--- src/design/noc_ovc_pkg.sv ---
// Shared constants for the router output virtual-channel block.
`timescale 1ns / 1ps

package noc_ovc_pkg;

    localparam int DEF_NUM_PORTS    = 5;
    localparam int DEF_NUM_CHANNELS = 4;
    localparam int DEF_FLIT_BITS    = 32;

    localparam int PORT_W   = 3;
    localparam int VC_W     = 2;
    localparam int DATA_W   = 32;
    localparam int CREDIT_W = 4;
    localparam int READY_W  = 5;

    localparam int S_TDATA_W = 48;
    localparam int M_TDATA_W = 40;

    localparam logic KIND_TICK = 1'b0;
    localparam logic KIND_FLIT = 1'b1;

endpackage

--- src/design/noc_output_vc_channel.sv ---
// Router output port with per-port holding registers, per-VC registers and credit flow.
`timescale 1ns / 1ps
//
// Input stream (s_axis): one transfer per item. tuser selects the kind: a clock
// tick serves the VC under the round-robin pointer and then moves held flits
// into free VCs, lowest port first; a flit arrival enters its VC register or,
// if that VC is busy, the holding register of its port.
// Output stream (m_axis): exactly one transfer per input transfer, in order.
// tuser is set when a flit departs; tdata carries its VC and data (zero when
// none departs) and the ready bits of ports 0 to 4 after the item.
// Configuration: cfg_wr_en writes cfg_wr_data into the local-port flag, which
// skips the credit check; write it only while the block is idle.
// Output: results are registered; all state updates in the accepting cycle.
// Throughput: one item per cycle while s_axis_tready is high.
// A two-entry output buffer lets an input transfer complete while a result is
// still waiting, so s_axis_tready drops only when both entries are full.
// Reset (aresetn low, synchronous): all holding and VC registers empty, serve
// pointer at zero, all port ready bits set, local-port flag clear, no output.
//
module noc_output_vc_channel #(
    parameter int NUM_PORTS    = noc_ovc_pkg::DEF_NUM_PORTS,
    parameter int NUM_CHANNELS = noc_ovc_pkg::DEF_NUM_CHANNELS,
    parameter int FLIT_BITS    = noc_ovc_pkg::DEF_FLIT_BITS
) (
    input  logic                                aclk,
    input  logic                                aresetn,
    input  logic                                cfg_wr_en,
    input  logic                                cfg_wr_data,
    input  logic                                s_axis_tvalid,
    output logic                                s_axis_tready,
    // port[2:0], flit_vc[4:3], flit_data[36:5], credit_free[40:37], zero pad
    input  logic [noc_ovc_pkg::S_TDATA_W-1:0]   s_axis_tdata,
    // kind[0]
    input  logic                                s_axis_tuser,
    output logic                                m_axis_tvalid,
    input  logic                                m_axis_tready,
    // out_vc[1:0], out_data[33:2], ready_mask[38:34], zero pad
    output logic [noc_ovc_pkg::M_TDATA_W-1:0]   m_axis_tdata,
    // out_valid[0]
    output logic                                m_axis_tuser
);
    import noc_ovc_pkg::*;

    localparam int CH_W    = (NUM_CHANNELS > 1) ? $clog2(NUM_CHANNELS) : 1;
    localparam int FLIT_W  = (FLIT_BITS < DATA_W) ? FLIT_BITS : DATA_W;
    localparam int RDY_EXT = (NUM_PORTS > READY_W) ? NUM_PORTS : READY_W;

    logic [PORT_W-1:0]   in_port;
    logic [VC_W-1:0]     in_vc;
    logic [FLIT_W-1:0]   in_data;
    logic [CREDIT_W-1:0] in_credit;

    logic                local_reg;
    logic [NUM_PORTS-1:0]    held_valid_reg, held_valid_next;
    logic [VC_W-1:0]         held_vc_reg    [NUM_PORTS];
    logic [VC_W-1:0]         held_vc_next   [NUM_PORTS];
    logic [FLIT_W-1:0]       held_flit_reg  [NUM_PORTS];
    logic [FLIT_W-1:0]       held_flit_next [NUM_PORTS];
    logic [NUM_CHANNELS-1:0] vc_valid_reg, vc_valid_next;
    logic [FLIT_W-1:0]       vc_flit_reg  [NUM_CHANNELS];
    logic [FLIT_W-1:0]       vc_flit_next [NUM_CHANNELS];
    logic [CH_W-1:0]         ptr_reg, ptr_next;
    logic [NUM_PORTS-1:0]    ready_reg, ready_next;

    logic                sent;
    logic [VC_W-1:0]     sent_vc;
    logic [FLIT_W-1:0]   sent_data;
    logic                room;
    logic                found;
    logic [RDY_EXT-1:0]  ready_wide;
    logic [M_TDATA_W-1:0] res_data;

    logic                 out_valid_reg, skid_valid_reg;
    logic [M_TDATA_W-1:0] out_data_reg, skid_data_reg;
    logic                 out_user_reg, skid_user_reg;
    logic                 in_fire, out_fire;

    assign in_port   = s_axis_tdata[2:0];
    assign in_vc     = s_axis_tdata[4:3];
    assign in_data   = s_axis_tdata[5 +: FLIT_W];
    assign in_credit = s_axis_tdata[40:37];

    assign s_axis_tready = !skid_valid_reg;
    assign in_fire  = s_axis_tvalid && s_axis_tready;
    assign out_fire = out_valid_reg && m_axis_tready;

    always_comb begin
        held_valid_next = held_valid_reg;
        held_vc_next    = held_vc_reg;
        held_flit_next  = held_flit_reg;
        vc_valid_next   = vc_valid_reg;
        vc_flit_next    = vc_flit_reg;
        ptr_next        = ptr_reg;
        ready_next      = ready_reg;
        sent            = 1'b0;
        sent_vc         = '0;
        sent_data       = '0;
        room            = 1'b0;
        found           = 1'b0;
        if (s_axis_tuser == KIND_TICK) begin
            for (int k = 0; k < CREDIT_W; k++) begin
                if (k < NUM_CHANNELS && ptr_reg == CH_W'(k)) begin
                    room = in_credit[k];
                end
            end
            for (int c = 0; c < NUM_CHANNELS; c++) begin
                if (ptr_reg == CH_W'(c) && vc_valid_reg[c] && (local_reg || room)) begin
                    sent             = 1'b1;
                    sent_vc          = VC_W'(c);
                    sent_data        = vc_flit_reg[c];
                    vc_valid_next[c] = 1'b0;
                end
            end
            for (int c = 0; c < NUM_CHANNELS; c++) begin
                found = 1'b0;
                if (c < (1 << VC_W) && !vc_valid_next[c]) begin
                    for (int p = 0; p < NUM_PORTS; p++) begin
                        if (!found && held_valid_reg[p] && held_vc_reg[p] == VC_W'(c)) begin
                            found              = 1'b1;
                            vc_valid_next[c]   = 1'b1;
                            vc_flit_next[c]    = held_flit_reg[p];
                            held_valid_next[p] = 1'b0;
                            ready_next[p]      = 1'b1;
                        end
                    end
                end
            end
            if (ptr_reg == CH_W'(NUM_CHANNELS - 1)) begin
                ptr_next = '0;
            end else begin
                ptr_next = ptr_reg + 1'b1;
            end
        end else begin
            for (int p = 0; p < NUM_PORTS; p++) begin
                for (int c = 0; c < NUM_CHANNELS; c++) begin
                    if (p < (1 << PORT_W) && c < (1 << VC_W) &&
                        in_port == PORT_W'(p) && in_vc == VC_W'(c)) begin
                        if (vc_valid_reg[c]) begin
                            held_vc_next[p]    = in_vc;
                            held_flit_next[p]  = in_data;
                            held_valid_next[p] = 1'b1;
                            ready_next[p]      = 1'b0;
                        end else begin
                            vc_flit_next[c]    = in_data;
                            vc_valid_next[c]   = 1'b1;
                            held_valid_next[p] = 1'b0;
                            ready_next[p]      = 1'b1;
                        end
                    end
                end
            end
        end
    end

    assign ready_wide = RDY_EXT'(ready_next);
    assign res_data   = M_TDATA_W'({ready_wide[READY_W-1:0], DATA_W'(sent_data), sent_vc});

    always_ff @(posedge aclk) begin
        if (!aresetn) begin
            local_reg      <= 1'b0;
            held_valid_reg <= '0;
            vc_valid_reg   <= '0;
            ptr_reg        <= '0;
            ready_reg      <= '1;
        end else begin
            if (cfg_wr_en) begin
                local_reg <= cfg_wr_data;
            end
            if (in_fire) begin
                held_valid_reg <= held_valid_next;
                vc_valid_reg   <= vc_valid_next;
                ptr_reg        <= ptr_next;
                ready_reg      <= ready_next;
            end
        end
    end

    always_ff @(posedge aclk) begin
        if (in_fire) begin
            held_vc_reg   <= held_vc_next;
            held_flit_reg <= held_flit_next;
            vc_flit_reg   <= vc_flit_next;
        end
    end

    always_ff @(posedge aclk) begin
        if (!aresetn) begin
            out_valid_reg  <= 1'b0;
            skid_valid_reg <= 1'b0;
        end else begin
            if (skid_valid_reg) begin
                if (out_fire) begin
                    out_valid_reg  <= 1'b1;
                    skid_valid_reg <= 1'b0;
                end
            end else if (in_fire) begin
                if (out_valid_reg && !out_fire) begin
                    skid_valid_reg <= 1'b1;
                end else begin
                    out_valid_reg <= 1'b1;
                end
            end else if (out_fire) begin
                out_valid_reg <= 1'b0;
            end
        end
    end

    always_ff @(posedge aclk) begin
        if (skid_valid_reg) begin
            if (out_fire) begin
                out_data_reg <= skid_data_reg;
                out_user_reg <= skid_user_reg;
            end
        end else if (in_fire) begin
            if (out_valid_reg && !out_fire) begin
                skid_data_reg <= res_data;
                skid_user_reg <= sent;
            end else begin
                out_data_reg <= res_data;
                out_user_reg <= sent;
            end
        end
    end

    assign m_axis_tvalid = out_valid_reg;
    assign m_axis_tdata  = out_data_reg;
    assign m_axis_tuser  = out_user_reg;

endmodule
--- config.mk ---
export PLATFORM = sky130hd
export DESIGN_NAME = noc_output_vc_channel
export DESIGN_NICKNAME = d
export VERILOG_FILES = /design/src/design/noc_ovc_pkg.sv /design/src/design/noc_output_vc_channel.sv
export SDC_FILE = /design/constraint.sdc
export NUM_CORES = 1
export LEC_CHECK = 0
export ABC_CLOCK_PERIOD_IN_PS = 4200
export BUFFER_PORTS_ARGS = -buffer_cell sky130_fd_sc_hd__buf_2
export CAP_MARGIN = 20
export CORE_MARGIN = 4
export CORE_UTILIZATION = 40
export DETAILED_ROUTE_END_ITERATION = 10
export MAX_ROUTING_LAYER = met4
export PLACE_DENSITY = 0.66
export SLEW_MARGIN = 20
export SYNTH_ARGS = -nofsm -noshare
export SYNTH_HDL_FRONTEND = slang
export SYNTH_SLANG_ARGS = --single-unit
--- constraint.sdc ---
create_clock -name aclk -period 4.2 [get_ports aclk]
set_clock_uncertainty 0.05 [all_clocks]
set_input_delay 0.21 -clock aclk [delete_from_list [all_inputs] [get_ports aclk]]
set_output_delay 0.21 -clock aclk [all_outputs]
set_load 0.01 [all_outputs]
==> results.md, run 1 <==
* Status: finished, final reports clean
* Worst setup path class: reg2reg
* R2R Path End: vc_flit_reg[49]$_DFFE_PP_
* Met2 GRT Util at 40.5%
* CTS HTree Levels at 2
* Register bit total from synthesis at 397
* Startpoint Class: register
* Fmax at 293 MHz
* Chip height at 263 um
* Post-synth top area cell: edfxtp_1
* Netlist cell types at 81
* Worst rel slew slack at 27.5%
* Final ANT Viol Nets at 0
* Root Buffer: clkbuf_16
* VDD IR max at 0.000267 V
* CP Cell Sequence: nand3b_4 > nand2_1 > buf_4 > a211oi_1 > a2bb2oi_1 > a221oi_2
* Clock latency on the worst-skew pair at 0.62 ns
* Inserted Clock Buffers at 45
* Leak pwr at ~10 nW
* FFs w/ async S/R, synth at 0%
* Final hold violation count at 0
* Ys flop type: edfxtp_1
* Largest delay share family, worst path: simple AND/OR/NAND/NOR gates
* Synthesized area per cell at 10.7 um2
* Met3 Use GR at 5.61%
* Post-synthesis sequential area ratio at 44.9%
* Via count at 22.2k
* Post-place setup slack at 0.902 ns
* Placed wire-length estimate at 55100 um
* HP Class: in2reg
* RSZ-0062 raised after global routing: false
* HP Start: s_axis_tdata[20]
* Vias per Instance at 6.76
* Crit-path max cell delay at 0.74 ns
* Total track usage at 26.0%
* Most Crowded Layer GR: met2
* Share of the synthesized area in the top cell type at a little over two fifths
* I/O Pins at 98
* Stages on the worst setup path at 6
* Number of flip-flops in the largest register at 160
* Layout cells sized above 1 at 21.2%
* Worst path bufs/invs at 1
* Clock transition at path regs at 0.06 ns
* R2R cell count at 6
* Fin util at 44.5%
* CP Max Fanout at 35
* Initial DRC Count at approximately 2.8k
* Setup slack, reg-to-reg at approximately 0.78 ns
* CP Data Arrival Time at between 3 and 4 ns
* Pins Over Slew Limit at 0
* Synthesized cell area at 26100 um2
* Setup tns final at 0 ns
* PD cells at 335 nW/um2
* Total power at 9.63 mW
* Placer congestion estimate at 0.876
* Reg2reg start: held_vc_reg[8]$_DFFE_PP_
* Non-Filler Instances at around 3.3k
* Final setup margin at 0.782 ns
* CTS Buffer Depth at 3
* Largest net degree at the start of global routing at 190
* Dpl cells at 3178
* First-pass GRT wire length at 137000 um
* Final nets at around 2.5k
* Clk sinks at 397
* Largest cells by area after synthesis: edfxtp_1 (43%), mux2i_1 (7.6%), mux2_2 (7.2%), a2bb2oi_1 (4.3%), o21ai_0 (3.8%)
* Number of global-route vias before repair at 22.2k
* DR DRC count at 0
* Initial antenna violation count at 3
* Worst Path Required at 4.46 ns
* Total Die Area at 69400 um2
* Placement Cell Area at 27200 um2
* Met1 Usage GRT at approximately a third
* Fin area at 28800 um2
* Post-CTS setup buffers at 0
* Die Span X at 263 um
* Post-Synthesis Cells at 2429
* Warnings, synthesis at 0
* Grt ovf at 0
* Net Count, Synth at ~2.5k
* Most frequent cells in the layout: edfxtp_1 (378), o21ai_0 (200), mux2i_1 (198)
* Initial Util at 40.4%
* Fillers at around 5.8k
* MaxCap Viol Count at 0
* Post-route clock period utilization at roughly four fifths
* CTS resizes at 0
* Element type at the critical path end: register
* CTS tree: done
* Most common cell after layout, fill and taps aside: edfxtp_1
* Core ar. at 64600 um2
* Final wirelength at 92200 um
* Per-cell routed wire length at 28.0 um
* Final setup viols at 0
* CP endpoint: vc_flit_reg[49]$_DFFE_PP_
* # rows at 93
* CP startpoint: held_vc_reg[8]$_DFFE_PP_
* Worst hold slack at 0.0248 ns
* Layout Area Growth over Synthesis at 10.2%
* Port-buffer cells at 89
* Crit path time final at 3.42 ns
* EDFF count, synth at 378
* Critical path's slowest cell: edfxtp_1
* Slew @ Worst Pin at 1.09 ns
* Initial DRT Pass Iterations at 6
-- cell type report --
| cell class | instances | area [um2] | area share, % |
|---|---|---|---|
| Clock inverter | 24 | 143 | 0.496 |
| Tap cell | 855 | 1070 | 3.72 |
| Sequential cell | 397 | 11700 | 40.8 |
| Timing Repair Buffer | 194 | 1420 | 4.95 |
| Inverter | 11 | 46.3 | 0.161 |
| Antenna cell | 4 | 10.0 | 0.0348 |
| Multi-Input combinational cell | 1748 | 13200 | 45.8 |
| Clock buffer | 57 | 1170 | 4.07 |
-- worst min-delay path by stage --
stage / to / cells after the start / slack [ns]
3_5_place_dp: local_reg$_SDFFE_PN0P_ / 3 / 0.44
4_1_cts: held_flit_reg[152]$_DFFE_PP_ / 2 / 0.0005
5_1_grt: held_flit_reg[41]$_DFFE_PP_ / 2 / 0.02
3_3_place_gp: local_reg$_SDFFE_PN0P_ / 3 / 0.42
2_1_floorplan: skid_valid_reg$_SDFF_PN0_ / 2 / 0.30
6_report: held_flit_reg[47]$_DFFE_PP_ / 2 / 0.02
-- Yosys cell counts (all sizes together), types with 6 or more instances --
master   instances
a211oi         133
a21boi          39
a21oi           55
a221oi         130
a2bb2oi        128
a31oi           36
and2             7
and3           135
and3b            7
buf            115
clkbuf         158
dfxtp           19
edfxtp         378
inv             11
mux2           166
mux2i          198
nand2          132
nand3           12
nand3b          14
nor2            98
nor2b            6
nor3           132
nor3b            6
o21ai          239
or3b             7
-- per-layer routing --
| layer | wire, um | vias to the layer above | share of wire [%] |
|---|---|---|---|
| li1 | - | 9586 | - |
| met2 | 42200 | 1539 | 46 |
| met1 | 35300 | 10700 | 38 |
| met3 | 9450 | 437 | 10 |
| met5 | 0 | - | 0 |
| met4 | 5220 | 0 | 5.7 |
-- kinds of logic after synthesis --
logic type      Yosys count  share of synthesized area, %
compound gates          795                          22.8
other cells               1                        0.0144
mux                     365                          14.8
fa+ha+maj                 4                         0.192
simple gates            583                          12.1
flops                   397                          44.9
buf+inv                 284                          5.06
-- worst reg2reg max path, cell delays in order, from the launching register on --
cell and delay [ns]:
edfxtp_1 0.74, nand3b_4 0.61, nand2_1 0.45, buf_4 0.42, a211oi_1 0.35, a2bb2oi_1 0.39
a221oi_2 0.12
-- power breakdown --
part / internal, mW / total (mW) / switching (mW)
logic: 0.475 / 1.20 / 0.720
registers: 4.58 / 4.74 / 0.154
clock network: 1.98 / 3.69 / 1.71
total: 7.04 / 9.63 / 2.59
-- what timing repair did --
action | 4_1_cts | 5_1_grt
hold endpoints to repair | 89 | 0
endpoints found under the setup margin | 0 | 0
hold buffers | 27 | 0
Note: power is estimated with default switching activity, not from simulation.
==> inputs of run 2 (changes only) <==
--- a/config.mk
+++ b/config.mk
@@ -5,7 +5,7 @@
 export SDC_FILE = /design/constraint.sdc
 export NUM_CORES = 1
 export LEC_CHECK = 0
-export ABC_CLOCK_PERIOD_IN_PS = 4200
+export ABC_CLOCK_PERIOD_IN_PS = 3100
 export BUFFER_PORTS_ARGS = -buffer_cell sky130_fd_sc_hd__buf_2
 export CAP_MARGIN = 20
 export CORE_MARGIN = 4
==> constraint.sdc (replaced) <==
create_clock -name aclk -period 3.1 [get_ports aclk]
set_clock_uncertainty 0.05 [all_clocks]
set_input_delay 0.155 -clock aclk [delete_from_list [all_inputs] [get_ports aclk]]
set_output_delay 0.155 -clock aclk [all_outputs]
set_load 0.01 [all_outputs]
==> results.md, run 2 (same netlist as run 1, synthesis figures left out) <==
* MaxCap Viol Count at 0 (unchanged)
* CTS resizes at 0 (unchanged)
* Placement Cell Area at 27400 um2 (+0.77%)
* Final wirelength at 93700 um (+1.6%)
* Most frequent cells in the layout: edfxtp_1 (378), o21ai_0 (200), mux2i_1 (198)
* Initial antenna violation count at 1 (-2)
* Most common cell after layout, fill and taps aside: edfxtp_1
* Total track usage at 26.2% (+0.23 points)
* Worst rel slew slack at 27.4% (-0.095 points)
* Clk sinks at 397 (unchanged)
* Port-buffer cells at 89 (unchanged)
* Final nets at 2477 (+0.86%)
* R2R Path End: vc_flit_reg[111]$_DFFE_PP_
* CP endpoint: vc_flit_reg[111]$_DFFE_PP_
* Final setup viols at 0 (unchanged)
* Crit-path max cell delay at 0.85 ns (+0.11 ns)
* First-pass GRT wire length at 138000 um (+0.57%)
* CP Max Fanout at 19 (-46%)
* DR DRC count at 0 (unchanged)
* Layout cells sized above 1 at 21.6% (+0.34 points)
* R2R cell count at 5 (-1)
* Via count at 22.5k (+1.1%)
* Initial DRT Pass Iterations at 7 (+1)
* I/O Pins at 98 (unchanged)
* Core ar. at 64600 um2 (unchanged)
* Vias per Instance at 6.80 (+0.56%)
* Largest net degree at the start of global routing at 169 (-11%)
* Chip height at 263 um (unchanged)
* Number of flip-flops in the largest register at 160 (unchanged)
* Clock transition at path regs at 0.06 ns (about the same)
* RSZ-0062 raised after global routing: false
* Initial Util at 40.4% (unchanged)
* CP startpoint: held_vc_reg[3]$_DFFE_PP_
* Initial DRC Count at 2647 (-5.2%)
* Number of global-route vias before repair at 22.2k (-0.045%)
* Fmax at 331 MHz (+13%)
* Layout Area Growth over Synthesis at 12.0%
* Final ANT Viol Nets at 0 (unchanged)
* CP Cell Sequence: or3b_2 > nor2_2 > buf_4 > a2bb2oi_1 > a221oi_2
* Post-route clock period utilization at 97.6% (+16 points)
* Startpoint Class: register
* Placer congestion estimate at 0.905 (+3.3%)
* Fin area at 29200 um2 (+1.6%)
* Reg2reg start: held_vc_reg[3]$_DFFE_PP_
* Slew @ Worst Pin at 1.09 ns (+0.000263 ns)
* Final hold violation count at 0 (unchanged)
* Setup tns final at 0 ns (unchanged)
* Grt ovf at 0 (unchanged)
* CTS tree: done
* Worst hold slack at 0.0298 ns (+0.00499 ns)
* Inserted Clock Buffers at 45 (unchanged)
* Total Die Area at 69400 um2 (unchanged)
* Leak pwr at 10.3 nW (+2.1%)
* Root Buffer: clkbuf_16
* Status: finished, final reports clean
* # rows at 93 (unchanged)
* CTS Buffer Depth at 3 (unchanged)
* VDD IR max at 0.000349 V (+31%)
* Element type at the critical path end: register
* Fin util at 45.3% (+0.72 points)
* Die Span X at 263 um (unchanged)
* PD cells at 460 nW/um2 (+37%)
* Placed wire-length estimate at 54100 um (-1.8%)
* CP Data Arrival Time at 3.38 ns (-0.30 ns)
* Setup slack, reg-to-reg at 0.08 ns (-0.71 ns)
* HP Class: in2reg
* Worst Path Required at 3.46 ns (-1.00 ns)
* CTS HTree Levels at 2 (unchanged)
* Per-cell routed wire length at 28.3 um (+1.0%)
* Critical path's slowest cell: nor2_2
* Clock latency on the worst-skew pair at 0.60 ns (-0.02 ns)
* Crit path time final at 3.02 ns (-0.393 ns)
* Fillers at 5918 (+1.4%)
* Pins Over Slew Limit at 0 (unchanged)
* Worst setup path class: reg2reg
## run 2: layer usage
layer | global-route usage [%] | share of wire (%)
met5 | - | 0
met4 | 14.1 | 6.1
met3 | 4.91 | 10
met2 | 41.5 | 46
met1 | 31.9 | 38
## run 2: power breakdown
group | internal [mW] | switching, mW | total, mW
logic | 0.677 | 0.996 | 1.67
registers | 6.21 | 0.214 | 6.42
clock network | 3.05 | 2.29 | 5.34
## run 2: how the worst min path moves through the flow
stage | startpoint | end | slack [ns] | depth (start not counted)
final | s_axis_tdata[21] | held_flit_reg[16]$_DFFE_PP_ | 0.03 | 2
after global routing | s_axis_tdata[21] | held_flit_reg[48]$_DFFE_PP_ | 0.03 | 2
after detailed placement | m_axis_tready | skid_valid_reg$_SDFF_PN0_ | 0.37 | 4
after CTS | s_axis_tdata[21] | held_flit_reg[48]$_DFFE_PP_ | 0.006 | 2
after floorplan | s_axis_tvalid | skid_valid_reg$_SDFF_PN0_ | 0.25 | 2
after global placement | cfg_wr_data | local_reg$_SDFFE_PN0P_ | 0.36 | 3
## run 2: worst max-delay path: cells and delay by family (launching register included)
family	cells	cell delay [ns]
simple gates	2	1.38
buf+inv	1	0.47
flops	1	0.44
compound gates	2	0.46
## run 2: cell type report
class | instances | area, um2 | share of cell area (%)
multi-input cells | 1748 | 13200 | 45.1
flip-flops and latches | 397 | 11700 | 40.1
repair buffers | 215 | 1780 | 6.10
clock buffers | 57 | 1230 | 4.22
well taps | 855 | 1070 | 3.66
clock inverters | 25 | 188 | 0.642
inverters | 11 | 46.3 | 0.158
diodes | 1 | 2.50 | 0.00856
## run 2: repair_timing
item / in CTS / in global routing
buffers inserted: 0 / 3
hold endpoints to repair: 170 / 0
endpoints found under the setup margin: 0 / 58
hold buffers: 38 / 0
## run 2: stage by stage
step                      cells  power (mW)  worst slack [ns]
after detailed placement   3185        8.12            0.0326
after CTS                  3305        13.4            0.0139
after global placement     3185        8.06             0.122
after floorplan            2429        7.59            -0.500
final                      3309        13.4            0.0752
after global routing       3309        13.8            0.0357
